<file path="src/hdl/ancb_pkg.sv">
// shared types, command codes and helpers for the active note chroma builder
// no dependencies
package ancb_pkg;

    localparam int NUM_CLASSES = 12;
    localparam logic [3:0] LAST_CLASS = 4'd11;
    localparam logic [12:0] WEIGHT_MAX = 13'd8191;
    localparam logic [6:0] COUNT_MAX = 7'd127;
    localparam logic [6:0] NOTE_TOP = 7'd127;

    typedef enum logic [1:0] {
        CMD_NOTE_ON  = 2'd0,
        CMD_NOTE_OFF = 2'd1,
        CMD_CLEAR    = 2'd2,
        CMD_QUERY    = 2'd3
    } cmd_t;

    typedef struct packed {
        cmd_t       cmd;
        logic [6:0] note;
        logic [6:0] velocity;
    } msg_t;

    typedef struct packed {
        logic [3:0]  pitch_class;
        logic [12:0] weight_sum;
        logic [3:0]  bass_class;
        logic [6:0]  note_count;
        logic        overflow;
        logic        last;
    } chroma_t;

    typedef struct packed {
        logic [6:0] note;
        logic [6:0] vel;
    } entry_t;

    typedef struct packed {
        logic       clear;
        logic       add;
        logic [6:0] note;
        logic [6:0] vel;
    } acc_ctl_t;

    // note mod 12 through a reciprocal multiply, exact for 7-bit notes
    function automatic logic [3:0] mod12(input logic [6:0] n);
        logic [12:0] prod;
        logic [3:0]  q;
        logic [6:0]  r;
        prod = {6'd0, n} * 13'd43;
        q = prod[12:9];
        r = n - ({q, 3'b000} + {1'b0, q, 2'b00});
        return r[3:0];
    endfunction

endpackage

</file>
<file path="src/hdl/ancb_msg_if.sv">
// input channel carrying note commands
// depends on ancb_pkg
interface ancb_msg_if;
    logic              valid;
    logic              ready;
    ancb_pkg::msg_t    data;

    modport source (output valid, output data, input ready);
    modport sink (input valid, input data, output ready);
endinterface

</file>
<file path="src/hdl/ancb_chroma_if.sv">
// output channel carrying one chroma bin per transfer
// depends on ancb_pkg
interface ancb_chroma_if;
    logic              valid;
    logic              ready;
    ancb_pkg::chroma_t data;

    modport source (output valid, output data, input ready);
    modport sink (input valid, input data, output ready);
endinterface

</file>
<file path="src/hdl/ancb_chroma_acc.sv">
// per pitch class velocity sums and lowest note tracker, fed one entry a cycle
// depends on ancb_pkg
module ancb_chroma_acc
(
    input  logic               clk,
    input  ancb_pkg::acc_ctl_t ctl,
    input  logic [3:0]         sel,
    output logic [12:0]        weight,
    output logic [6:0]         lowest
);

    logic [12:0] sums_reg [ancb_pkg::NUM_CLASSES];
    logic [6:0]  lowest_reg;
    logic [3:0]  cls;
    logic [13:0] sum_wide;
    logic [12:0] sum_next;
    logic [6:0]  lowest_next;

    always_comb
    begin
        cls = ancb_pkg::mod12(ctl.note);
        sum_wide = {1'b0, sums_reg[cls]} + {7'd0, ctl.vel};
        sum_next = sum_wide[13] ? ancb_pkg::WEIGHT_MAX : sum_wide[12:0];
        lowest_next = (ctl.note < lowest_reg) ? ctl.note : lowest_reg;
    end

    always_ff @(posedge clk)
    begin
        if (ctl.clear)
        begin
            for (int i = 0; i < ancb_pkg::NUM_CLASSES; i++)
            begin
                sums_reg[i] <= '0;
            end
            lowest_reg <= ancb_pkg::NOTE_TOP;
        end
        else if (ctl.add)
        begin
            sums_reg[cls] <= sum_next;
            lowest_reg <= lowest_next;
        end
    end

    assign weight = sums_reg[sel];
    assign lowest = lowest_reg;

endmodule

</file>
<file path="src/hdl/active_note_chroma_builder_unit.sv">
// top level of the active note chroma builder: note table memory and sequencer
// depends on ancb_pkg, ancb_msg_if, ancb_chroma_if and ancb_chroma_acc
//
// msg takes one command per transfer: note on, note off, clear or query.
// a note on with zero velocity acts as a note off.
// chroma gives twelve transfers per query, pitch classes 0 to 11, last on 11.
// note on and clear are done without leaving the idle state.
// note off scans the table from its memory, one entry per cycle over the
// single read port, later entries written one down.
// a query scans the same way into the per class sums, then sends one bin per
// cycle while chroma is ready.
// msg is ready only between commands; a stalled receiver holds the
// sequencer in the send phase, and the last bin may wait in the output
// register while the next command is taken.
// reset empties the table and clears the overflow flag at once; table
// contents are not cleared and need no pass.
module active_note_chroma_builder_unit
#(
    parameter int MAX_NOTES = 64
)
(
    input  logic          clk,
    input  logic          rst_n,
    ancb_msg_if.sink      msg,
    ancb_chroma_if.source chroma
);

    localparam int AW = $clog2(MAX_NOTES);
    localparam int CW = $clog2(MAX_NOTES + 1);

    typedef enum logic [1:0] {
        S_IDLE,
        S_REMOVE,
        S_QUERY,
        S_EMIT
    } state_t;

    state_t             state_reg, state_next;
    logic [CW-1:0]      count_reg, count_next;
    logic               overflow_reg, overflow_next;
    logic [CW-1:0]      rd_idx_reg, rd_idx_next;
    logic               rd_vld_reg, rd_vld_next;
    logic [AW-1:0]      pos_reg, pos_next;
    logic [6:0]         key_reg, key_next;
    logic               found_reg, found_next;
    logic [3:0]         cls_reg, cls_next;
    logic               out_valid_reg, out_valid_next;
    ancb_pkg::chroma_t  out_data_reg, out_data_next;

    ancb_pkg::entry_t   mem [MAX_NOTES];
    ancb_pkg::entry_t   rd_data_reg;
    logic               mem_we;
    logic [AW-1:0]      mem_waddr;
    ancb_pkg::entry_t   mem_wdata;
    logic               rd_en;
    logic [AW-1:0]      rd_addr;

    ancb_pkg::acc_ctl_t acc_ctl;
    logic [12:0]        acc_weight;
    logic [6:0]         acc_lowest;

    logic               last_data;
    logic               match;
    logic [8:0]         count_wide;

    ancb_chroma_acc u_acc
    (
        .clk    (clk),
        .ctl    (acc_ctl),
        .sel    (cls_reg),
        .weight (acc_weight),
        .lowest (acc_lowest)
    );

    assign msg.ready = (state_reg == S_IDLE);
    assign chroma.valid = out_valid_reg;
    assign chroma.data = out_data_reg;

    always_comb
    begin
        state_next = state_reg;
        count_next = count_reg;
        overflow_next = overflow_reg;
        rd_idx_next = rd_idx_reg;
        pos_next = pos_reg;
        key_next = key_reg;
        found_next = found_reg;
        cls_next = cls_reg;
        out_valid_next = out_valid_reg;
        out_data_next = out_data_reg;
        mem_we = 1'b0;
        mem_waddr = count_reg[AW-1:0];
        mem_wdata = '{note: msg.data.note, vel: msg.data.velocity};
        rd_en = 1'b0;
        rd_addr = rd_idx_reg[AW-1:0];
        acc_ctl = '{clear: 1'b0, add: 1'b0, note: rd_data_reg.note, vel: rd_data_reg.vel};
        last_data = rd_vld_reg && (CW'(pos_reg) == count_reg - 1'b1);
        match = (rd_data_reg.note == key_reg);
        count_wide = 9'(count_reg);

        if (chroma.ready)
        begin
            out_valid_next = 1'b0;
        end

        case (state_reg)
            S_IDLE:
            begin
                if (msg.valid)
                begin
                    rd_idx_next = '0;
                    found_next = 1'b0;
                    key_next = msg.data.note;
                    case (msg.data.cmd)
                        ancb_pkg::CMD_NOTE_ON,
                        ancb_pkg::CMD_NOTE_OFF:
                        begin
                            if (msg.data.cmd == ancb_pkg::CMD_NOTE_ON
                                && msg.data.velocity != 7'd0)
                            begin
                                if (count_reg < CW'(MAX_NOTES))
                                begin
                                    mem_we = 1'b1;
                                    count_next = count_reg + 1'b1;
                                end
                                else
                                begin
                                    overflow_next = 1'b1;
                                end
                            end
                            else if (count_reg != '0)
                            begin
                                state_next = S_REMOVE;
                            end
                        end
                        ancb_pkg::CMD_CLEAR:
                        begin
                            count_next = '0;
                        end
                        ancb_pkg::CMD_QUERY:
                        begin
                            acc_ctl.clear = 1'b1;
                            cls_next = '0;
                            state_next = (count_reg == '0) ? S_EMIT : S_QUERY;
                        end
                        default:
                        begin
                            state_next = S_IDLE;
                        end
                    endcase
                end
            end
            S_REMOVE, S_QUERY:
            begin
                if (rd_idx_reg < count_reg)
                begin
                    rd_en = 1'b1;
                    rd_idx_next = rd_idx_reg + 1'b1;
                    pos_next = rd_idx_reg[AW-1:0];
                end
                if (state_reg == S_REMOVE)
                begin
                    mem_waddr = pos_reg - 1'b1;
                    mem_wdata = rd_data_reg;
                    if (rd_vld_reg)
                    begin
                        if (found_reg)
                        begin
                            mem_we = 1'b1;
                        end
                        else if (match)
                        begin
                            found_next = 1'b1;
                        end
                    end
                    if (last_data)
                    begin
                        if (found_reg || match)
                        begin
                            count_next = count_reg - 1'b1;
                        end
                        state_next = S_IDLE;
                    end
                end
                else
                begin
                    acc_ctl.add = rd_vld_reg;
                    if (last_data)
                    begin
                        state_next = S_EMIT;
                    end
                end
            end
            S_EMIT:
            begin
                if (!out_valid_reg || chroma.ready)
                begin
                    out_valid_next = 1'b1;
                    out_data_next.pitch_class = cls_reg;
                    out_data_next.weight_sum = acc_weight;
                    out_data_next.bass_class = (count_reg != '0)
                        ? ancb_pkg::mod12(acc_lowest) : 4'd0;
                    out_data_next.note_count = (count_wide > 9'(ancb_pkg::COUNT_MAX))
                        ? ancb_pkg::COUNT_MAX : count_wide[6:0];
                    out_data_next.overflow = overflow_reg;
                    out_data_next.last = (cls_reg == ancb_pkg::LAST_CLASS);
                    if (cls_reg == ancb_pkg::LAST_CLASS)
                    begin
                        state_next = S_IDLE;
                    end
                    else
                    begin
                        cls_next = cls_reg + 1'b1;
                    end
                end
            end
            default:
            begin
                state_next = S_IDLE;
            end
        endcase

        rd_vld_next = rd_en;
    end

    always_ff @(posedge clk or negedge rst_n)
    begin
        if (!rst_n)
        begin
            state_reg <= S_IDLE;
            count_reg <= '0;
            overflow_reg <= 1'b0;
            rd_vld_reg <= 1'b0;
            out_valid_reg <= 1'b0;
        end
        else
        begin
            state_reg <= state_next;
            count_reg <= count_next;
            overflow_reg <= overflow_next;
            rd_vld_reg <= rd_vld_next;
            out_valid_reg <= out_valid_next;
        end
    end

    always_ff @(posedge clk)
    begin
        rd_idx_reg <= rd_idx_next;
        pos_reg <= pos_next;
        key_reg <= key_next;
        found_reg <= found_next;
        cls_reg <= cls_next;
        out_data_reg <= out_data_next;
    end

    // note table
    always_ff @(posedge clk)
    begin
        if (mem_we)
        begin
            mem[mem_waddr] <= mem_wdata;
        end
        if (rd_en)
        begin
            rd_data_reg <= mem[rd_addr];
        end
    end

`ifndef ASSERT_OFF
    a_count_bound: assert property (@(posedge clk) disable iff (!rst_n)
        count_reg <= CW'(MAX_NOTES))
        else $error("note count beyond table depth");

    a_overflow_sticky: assert property (@(posedge clk) disable iff (!rst_n)
        overflow_reg |=> overflow_reg)
        else $error("overflow flag dropped without reset");

    a_remove_step: assert property (@(posedge clk) disable iff (!rst_n)
        state_reg == S_REMOVE |=>
            (count_reg == $past(count_reg)) || (count_reg == $past(count_reg) - 1'b1))
        else $error("removal changed the count by more than one");

    a_last_bin: assert property (@(posedge clk) disable iff (!rst_n)
        chroma.valid && chroma.data.last |-> chroma.data.pitch_class == ancb_pkg::LAST_CLASS)
        else $error("last flag on a bin other than the final class");

    a_no_take_in_emit: assert property (@(posedge clk) disable iff (!rst_n)
        state_reg == S_EMIT |-> !msg.ready)
        else $error("command taken while bins remain to send");
`endif

endmodule

</file>
<file path="src/flat_wrapper.sv">
// flat-port wrapper written by rule: the top's interface ports become plain ports
module active_note_chroma_builder_unit_flat 
#(
    parameter int MAX_NOTES = 64
)
  (clk, rst_n, msg_valid, msg_data, msg_ready, chroma_valid, chroma_data, chroma_ready);
  ancb_msg_if msg_i ();
  ancb_chroma_if chroma_i ();
  input  logic clk;
  input  logic rst_n;
  input wire logic [$bits(msg_i.valid)-1:0] msg_valid;
  input wire logic [$bits(msg_i.data)-1:0] msg_data;
  output wire logic [$bits(msg_i.ready)-1:0] msg_ready;
  output wire logic [$bits(chroma_i.valid)-1:0] chroma_valid;
  output wire logic [$bits(chroma_i.data)-1:0] chroma_data;
  input wire logic [$bits(chroma_i.ready)-1:0] chroma_ready;
  assign msg_i.valid = msg_valid;
  assign msg_i.data = msg_data;
  assign msg_ready = msg_i.ready;
  assign chroma_valid = chroma_i.valid;
  assign chroma_data = chroma_i.data;
  assign chroma_i.ready = chroma_ready;
  active_note_chroma_builder_unit #(.MAX_NOTES(MAX_NOTES)) u_core (.clk(clk), .rst_n(rst_n), .msg(msg_i), .chroma(chroma_i));
endmodule
</file>
<file path="config.mk">
export PLATFORM = sky130hd
export DESIGN_NAME = active_note_chroma_builder_unit_flat
export DESIGN_NICKNAME = d
export VERILOG_FILES = /design/src/hdl/ancb_pkg.sv /design/src/hdl/ancb_msg_if.sv /design/src/hdl/ancb_chroma_if.sv /design/src/hdl/ancb_chroma_acc.sv /design/src/hdl/active_note_chroma_builder_unit.sv /design/src/flat_wrapper.sv
export SDC_FILE = /design/constraint.sdc
export NUM_CORES = 2
export LEC_CHECK = 0
export ABC_CLOCK_PERIOD_IN_PS = 8250
export BUFFER_PORTS_ARGS = -buffer_cell sky130_fd_sc_hd__buf_2
export CAP_MARGIN = 20
export CORE_MARGIN = 2
export CORE_UTILIZATION = 35
export CTS_BUF_LIST = sky130_fd_sc_hd__clkbuf_4 sky130_fd_sc_hd__clkbuf_8 sky130_fd_sc_hd__clkbuf_16
export DETAILED_ROUTE_END_ITERATION = 12
export SLEW_MARGIN = 20
export SYNTH_ARGS = -nofsm -noshare
export SYNTH_HDL_FRONTEND = slang
export SYNTH_SLANG_ARGS = --single-unit
</file>
<file path="constraint.sdc">
create_clock -name clk -period 8.25 [get_ports clk]
set_clock_uncertainty 0.2 [all_clocks]
set_input_delay 1.65 -clock clk [delete_from_list [all_inputs] [get_ports clk]]
set_output_delay 1.65 -clock clk [all_outputs]
set_load 0.01 [all_outputs]
</file>
-- Word-level counts from Yosys, hierarchy flattened
Memory sizes are Yosys's and may differ from the RTL's. A register that Yosys moved wholly into a read port is not among the register bits.
Cells that the tools add are included.
W data, S select, Z words.
- flip-flop bits (word level): 61
- bits in writable memories: 1052
- bits of input ports: 20
- output and inout bits: 32
- word-level logic and storage cells: 150
- memories kept: 2
- add/subtract/negate cells: 10
- multipliers: 2
- magnitude comparators: 3
- equal/unequal tests: 25
- multiplexer cells: 66
- bitwise gates (word level): 1
- reduce and logical (&&, ||, !) cells: 25
- memory list (name ; depth ; bits a word ; rd ports ; clocked after Yosys merged registers in ; write ports ; RTL line ; RTL):
    u_core.mem ; 64 ; 14 ; 1 ; 1 ; 1 ; active_note_chroma_builder_unit.sv:50 ; ancb_pkg::entry_t mem [MAX_NOTES];
    u_core.u_acc.sums_reg ; 12 ; 13 ; 2 ; 1 ; 12 ; ancb_chroma_acc.sv:12 ; logic [12:0] sums_reg [ancb_pkg::NUM_CLASSES];
- operators with widths (kind ; number):
    $mux W7 ; 8
    $pmux W7 S2 ; 3
    $mux W1 ; 31
    $mux W14 ; 2
    $mux W13 ; 2
    $mul A7 B6 Y11 const B ; 2
    $mux W4 ; 5
    $mux W2 ; 8
    $ne A2 B1 Y1 const B ; 8
    $add A13 B7 Y14 ; 1
    $add A7 B1 Y7 const B ; 2
    $lt A7 B7 Y1 ; 2
    $reduce_bool A7 Y1 ; 2
    $reduce_or A13 Y1 ; 1
    $mux W6 ; 2
    $reduce_and A5 Y1 ; 2
    $ne A3 B2 Y1 const B ; 3
    $add A4 B4 Y4 ; 2
    $eq A2 B2 Y1 const B ; 4
    $pmux W4 S2 ; 1
    $reduce_and A2 Y1 ; 4
    $reduce_and A8 Y1 ; 1
    $sub A4 B4 Y4 ; 2
    $eq A6 B7 Y1 ; 1
    24 further kinds ; 33

-- Longest topological paths before layout
- depth in word-level cells: 8
- gate-level depth with buffers: 30
- mapped depth without buffers: 27

-- By module
Synthesis repeated with hierarchy kept, for this count alone.
- cells, all modules: 2586
- area, all modules: 51344.2 um^2
- by module, submodules not included (module ; instances ; cells each ; area an instance (um^2) ; seq. area each (um^2)):
    active_note_chroma_builder_unit ; 1 ; 1735 ; 38807.2 ; 29278.1
    ancb_chroma_acc ; 1 ; 851 ; 12537.0 ; 6386.1

-- Least setup slack after synthesis
No wires, ideal clock.
- path type: register to register
- start: register, netlist name u_core.acc_ctl[8]
- end: memory u_core.u_acc.sums_reg[12][8] (data pin)
- setup time: 0.277 ns
- arrival time: 7.615 ns
- data required time: 7.773 ns
- setup slack: 0.158 ns
- stages on the path, launching flop included: 31
- buffers on the path: 3
- clock period less this slack: 8.092 ns
- cells stage by stage: edfxtp_1 -> ha_1 -> inv_1 -> fa_1 -> fa_1 -> inv_1 -> ha_1 -> a211oi_2 -> nor2_1 -> or4_4 -> and2_1 -> ha_1 -> xnor2_1 -> xnor3_1 -> a31oi_1 -> o211ai_2 -> nand2_1 -> buf_4 -> buf_2 -> mux4_2 -> ha_1 -> fa_1 -> a21o_1 -> a21oi_1 -> o21bai_1 -> a211oi_1 -> nor3_1 -> xnor2_1 -> mux2i_1 -> clkbuf_1 -> nand2_1
- RTL lines (element ; RTL line):
    end: declaration ; ancb_chroma_acc.sv:12

==> results.py <==
metrics = {
    "synth": {
        "synthArstFlopShare_pct": 1.01,
        "syn_nets": 2672,
        "synth_seq_cells": 1192,
        "synth-edff-count": 1173,
        "yosys_warnings": 0,
        "synth_flop_cell": "edfxtp_1",
        "synth.avg_cell_area_um2": 20.0,
        "synthCells": 2554,
        "ys_seq_area_share_pct": 70.0,
        "synthesis.area_um2": 51000,
        "synth.distinct_cells": 65,
    },
    "sta": {
        "max_freq_mhz": 127,
        "finalCritPeriodShare_pct": 95.5,
        "rsz0062_at_grt": "false",
        "hold_ws_ps": 301,
        "finalHoldViolCount": 0,
        "worst_pin_slew_ps": 1090,
        "setup_violations": 0,
        "maxSlewViolCount": 0,
        "setup_tns_ps": 0,
        "slew_headroom_pct": 26.8,
        "min_period_ps": 7880,
    },
    "global_routing": {
        "first_global_vias": 26500,
        "grt_max_degree": 164,
        "grt_pass1_wl_um": 184000,
        "groute.usage.overall_pct": 16.8,
        "antenna_found_initial": 6,
        "grt_overflow": 0,
    },
    "critical_path": {
        "required_ps": 8570,
        "path_class": "register to register",
        "path_buf_inv": 2,
        "critPathMostFrequentCell": "ha_1",
        "cp-end-kind": "register",
        "cpPeakStageDelay_ps": 520,
        "cp_max_fo": 13,
        "crit_slowest_cell": "or4_4",
        "cp_data_arrival_time_ps": 8200,
        "worst_setup_path_start_kind": "register",
        "critPathTopFamily": "adder cells",
    },
    "routing": {
        "wire_per_inst_um": 26.5,
        "vias_per_cell": 5.48,
        "route.detailed.drc": 0,
        "vias": 25900,
        "drtIter0Drc": 2630,
        "finalWirelength_um": 125000,
        "antenna_left": 0,
        "firstDrtPassIters": 6,
    },
    "cts": {
        "hold_buffers": 0,
        "clkTransAtPathRegs_ps": 70,
        "htree_levels": 3,
        "cts_sinks": 1192,
        "cts.path.max_buffers": 3,
        "cts_tree": "done",
        "clkLatencyLatePin_ps": 750,
        "cts_made_buffers": 117,
        "clockRootBuffer": "clkbuf_16",
    },
    "outcome": {
        "outcome": "complete, no violations",
    },
    "pwr": {
        "p_leak_nw": 18.8,
        "pwr-share-seq_pct": 54.7,
        "switching_share_pct": 19.9,
        "intPower_mw": 9.70,
        "p_switching_mw": 2.41,
        "p_clk_share_pct": 44.6,
        "peakVddDrop_mv": 0.183,
        "power.total_mw": 12.1,
        "combPwrFrac_pct": 0.8,
        "p_per_area_nw_per_um2": 208,
    },
    "floorplanning": {
        "start_util_pct": 35.1,
        "chipWidth_um": 386,
        "die-area_um2": 149000,
        "core_area_um2": 145000,
        "die_y_um": 386,
        "io-pin-count": 52,
        "rows": 140,
    },
    "final_layout": {
        "final_common_cell": "edfxtp_1",
        "seqCellArea_um2": 35700,
        "fin_nets": 2823,
        "area_delta_synth_final_pct": 14.1,
        "mostFrequentLayoutCells": "1173 x edfxtp_1, 417 x mux4_2, 131 x buf_4, 126 x a21oi_1, 118 x clkbuf_16",
        "nFillCells": 12800,
        "largest_register_ffs": 896,
        "drive_gt1_share_pct": 30.6,
        "fin_area_um2": 58200,
        "multiInputGateArea_um2": 14500,
    },
    "placed_design": {
        "place.gp.congestion": 0.875,
        "numPortBuffers": 51,
        "hpwl_um": 78400,
        "place_area_um2": 54100,
    },
    "run": {
        "max_cap_violations": 0,
    },
    "min_path": {
        "min_path_type": "register to register",
    },
}
## cell usage after synthesis (13+ instances only)
| cell | instances | area (µm²) |
|---|---|---|
| xnor2_1 | 25 | 219 |
| buf_1 | 24 | 90.1 |
| edfxtp_1 | 1173 | 35200 |
| mux4_2 | 417 | 9390 |
| nor3_1 | 46 | 230 |
| o21ai_0 | 25 | 125 |
| a31oi_1 | 17 | 106 |
| clkbuf_1 | 105 | 394 |
| ha_1 | 85 | 1060 |
| inv_1 | 71 | 267 |
| fa_1 | 13 | 260 |
| mux2_2 | 13 | 146 |
| a21o_1 | 15 | 113 |
| mux2i_1 | 16 | 160 |
| a21oi_1 | 126 | 631 |
| nand3_1 | 26 | 130 |
| buf_2 | 15 | 75.1 |
| buf_6 | 13 | 146 |
| xor2_1 | 20 | 175 |
| nor2_1 | 106 | 398 |
| nand2_1 | 64 | 240 |
| o211ai_1 | 15 | 113 |
## repair_timing
item,4_1_cts,5_1_grt
resized for setup,0,10
setup endpoints to repair,0,146
hold endpoints to repair,0,0
setup buffers,0,2
## worst paths after layout
path,cells past startpoint,slack [ps],to,startpoint
max in group asynchronous,1,6890,u_core.count_reg[0],rst_n
min reg2reg,0,300,u_core.chroma.data[1],u_core.overflow_reg
max,27,370,u_core.u_acc.sums_reg[14][12],u_core.acc_ctl[13]
max reg2reg,27,370,u_core.u_acc.sums_reg[14][12],u_core.acc_ctl[13]
min,0,300,u_core.chroma.data[1],u_core.overflow_reg
min in group asynchronous,1,670,u_core.count_reg[5],rst_n
## per-stage QoR
| step | setup WS [ps] | utilization (%) | instances |
|---|---|---|---|
| floorplan | 158 | - | 2554 |
| global placement | 331 | 37.2 | 4498 |
| detailed placement | 138 | 37.3 | 4500 |
| CTS | 77.5 | 40.0 | 4721 |
| global route | 28.7 | 40.1 | 4724 |
| finish | 370 | 40.1 | 4728 |
## cell type report
type / instances / area share, %
diodes: 4 / 0.0172
repair buffers: 191 / 2.39
inverters: 71 / 0.458
clock buffers: 135 / 5.31
flip-flops and latches: 1192 / 61.3
well taps: 1917 / 4.12
clock inverters: 86 / 1.47
multi-input cells: 1132 / 24.9
## logic make-up after synthesis
| kind of cell | count (synthesis) | share of synthesized area (%) |
|---|---|---|
| adder cells (fa/ha/maj) | 98 | 2.60 |
| flip-flops | 1192 | 70.0 |
| AND/OR/NAND/NOR | 296 | 2.70 |
| AO/OA/AOI/OAI | 244 | 2.88 |
| multiplexers | 447 | 19.1 |
| XOR/XNOR | 47 | 0.849 |
| buffers and inverters | 230 | 1.94 |
## per-layer routing
metal  routed length (µm)  track usage (%)  up-vias
met4                 3320             4.66        8
met3                 9360             3.60      191
li1                     -                -    10900
met5                   34                0        -
met1                52700             23.5    13800
met2                59700             26.7     1029
## power groups by stage
stage | logic [mW] | registers (mW) | clock network, mW
floorplan | 0.0371 | 6.75 | 0
finish | 0.0924 | 6.62 | 5.40
CTS | 0.0927 | 6.62 | 5.50
global placement | 0.0829 | 6.75 | 0
detailed placement | 0.0928 | 6.75 | 0
global route | 0.102 | 6.62 | 5.74
(Power assumes the default switching activity.)
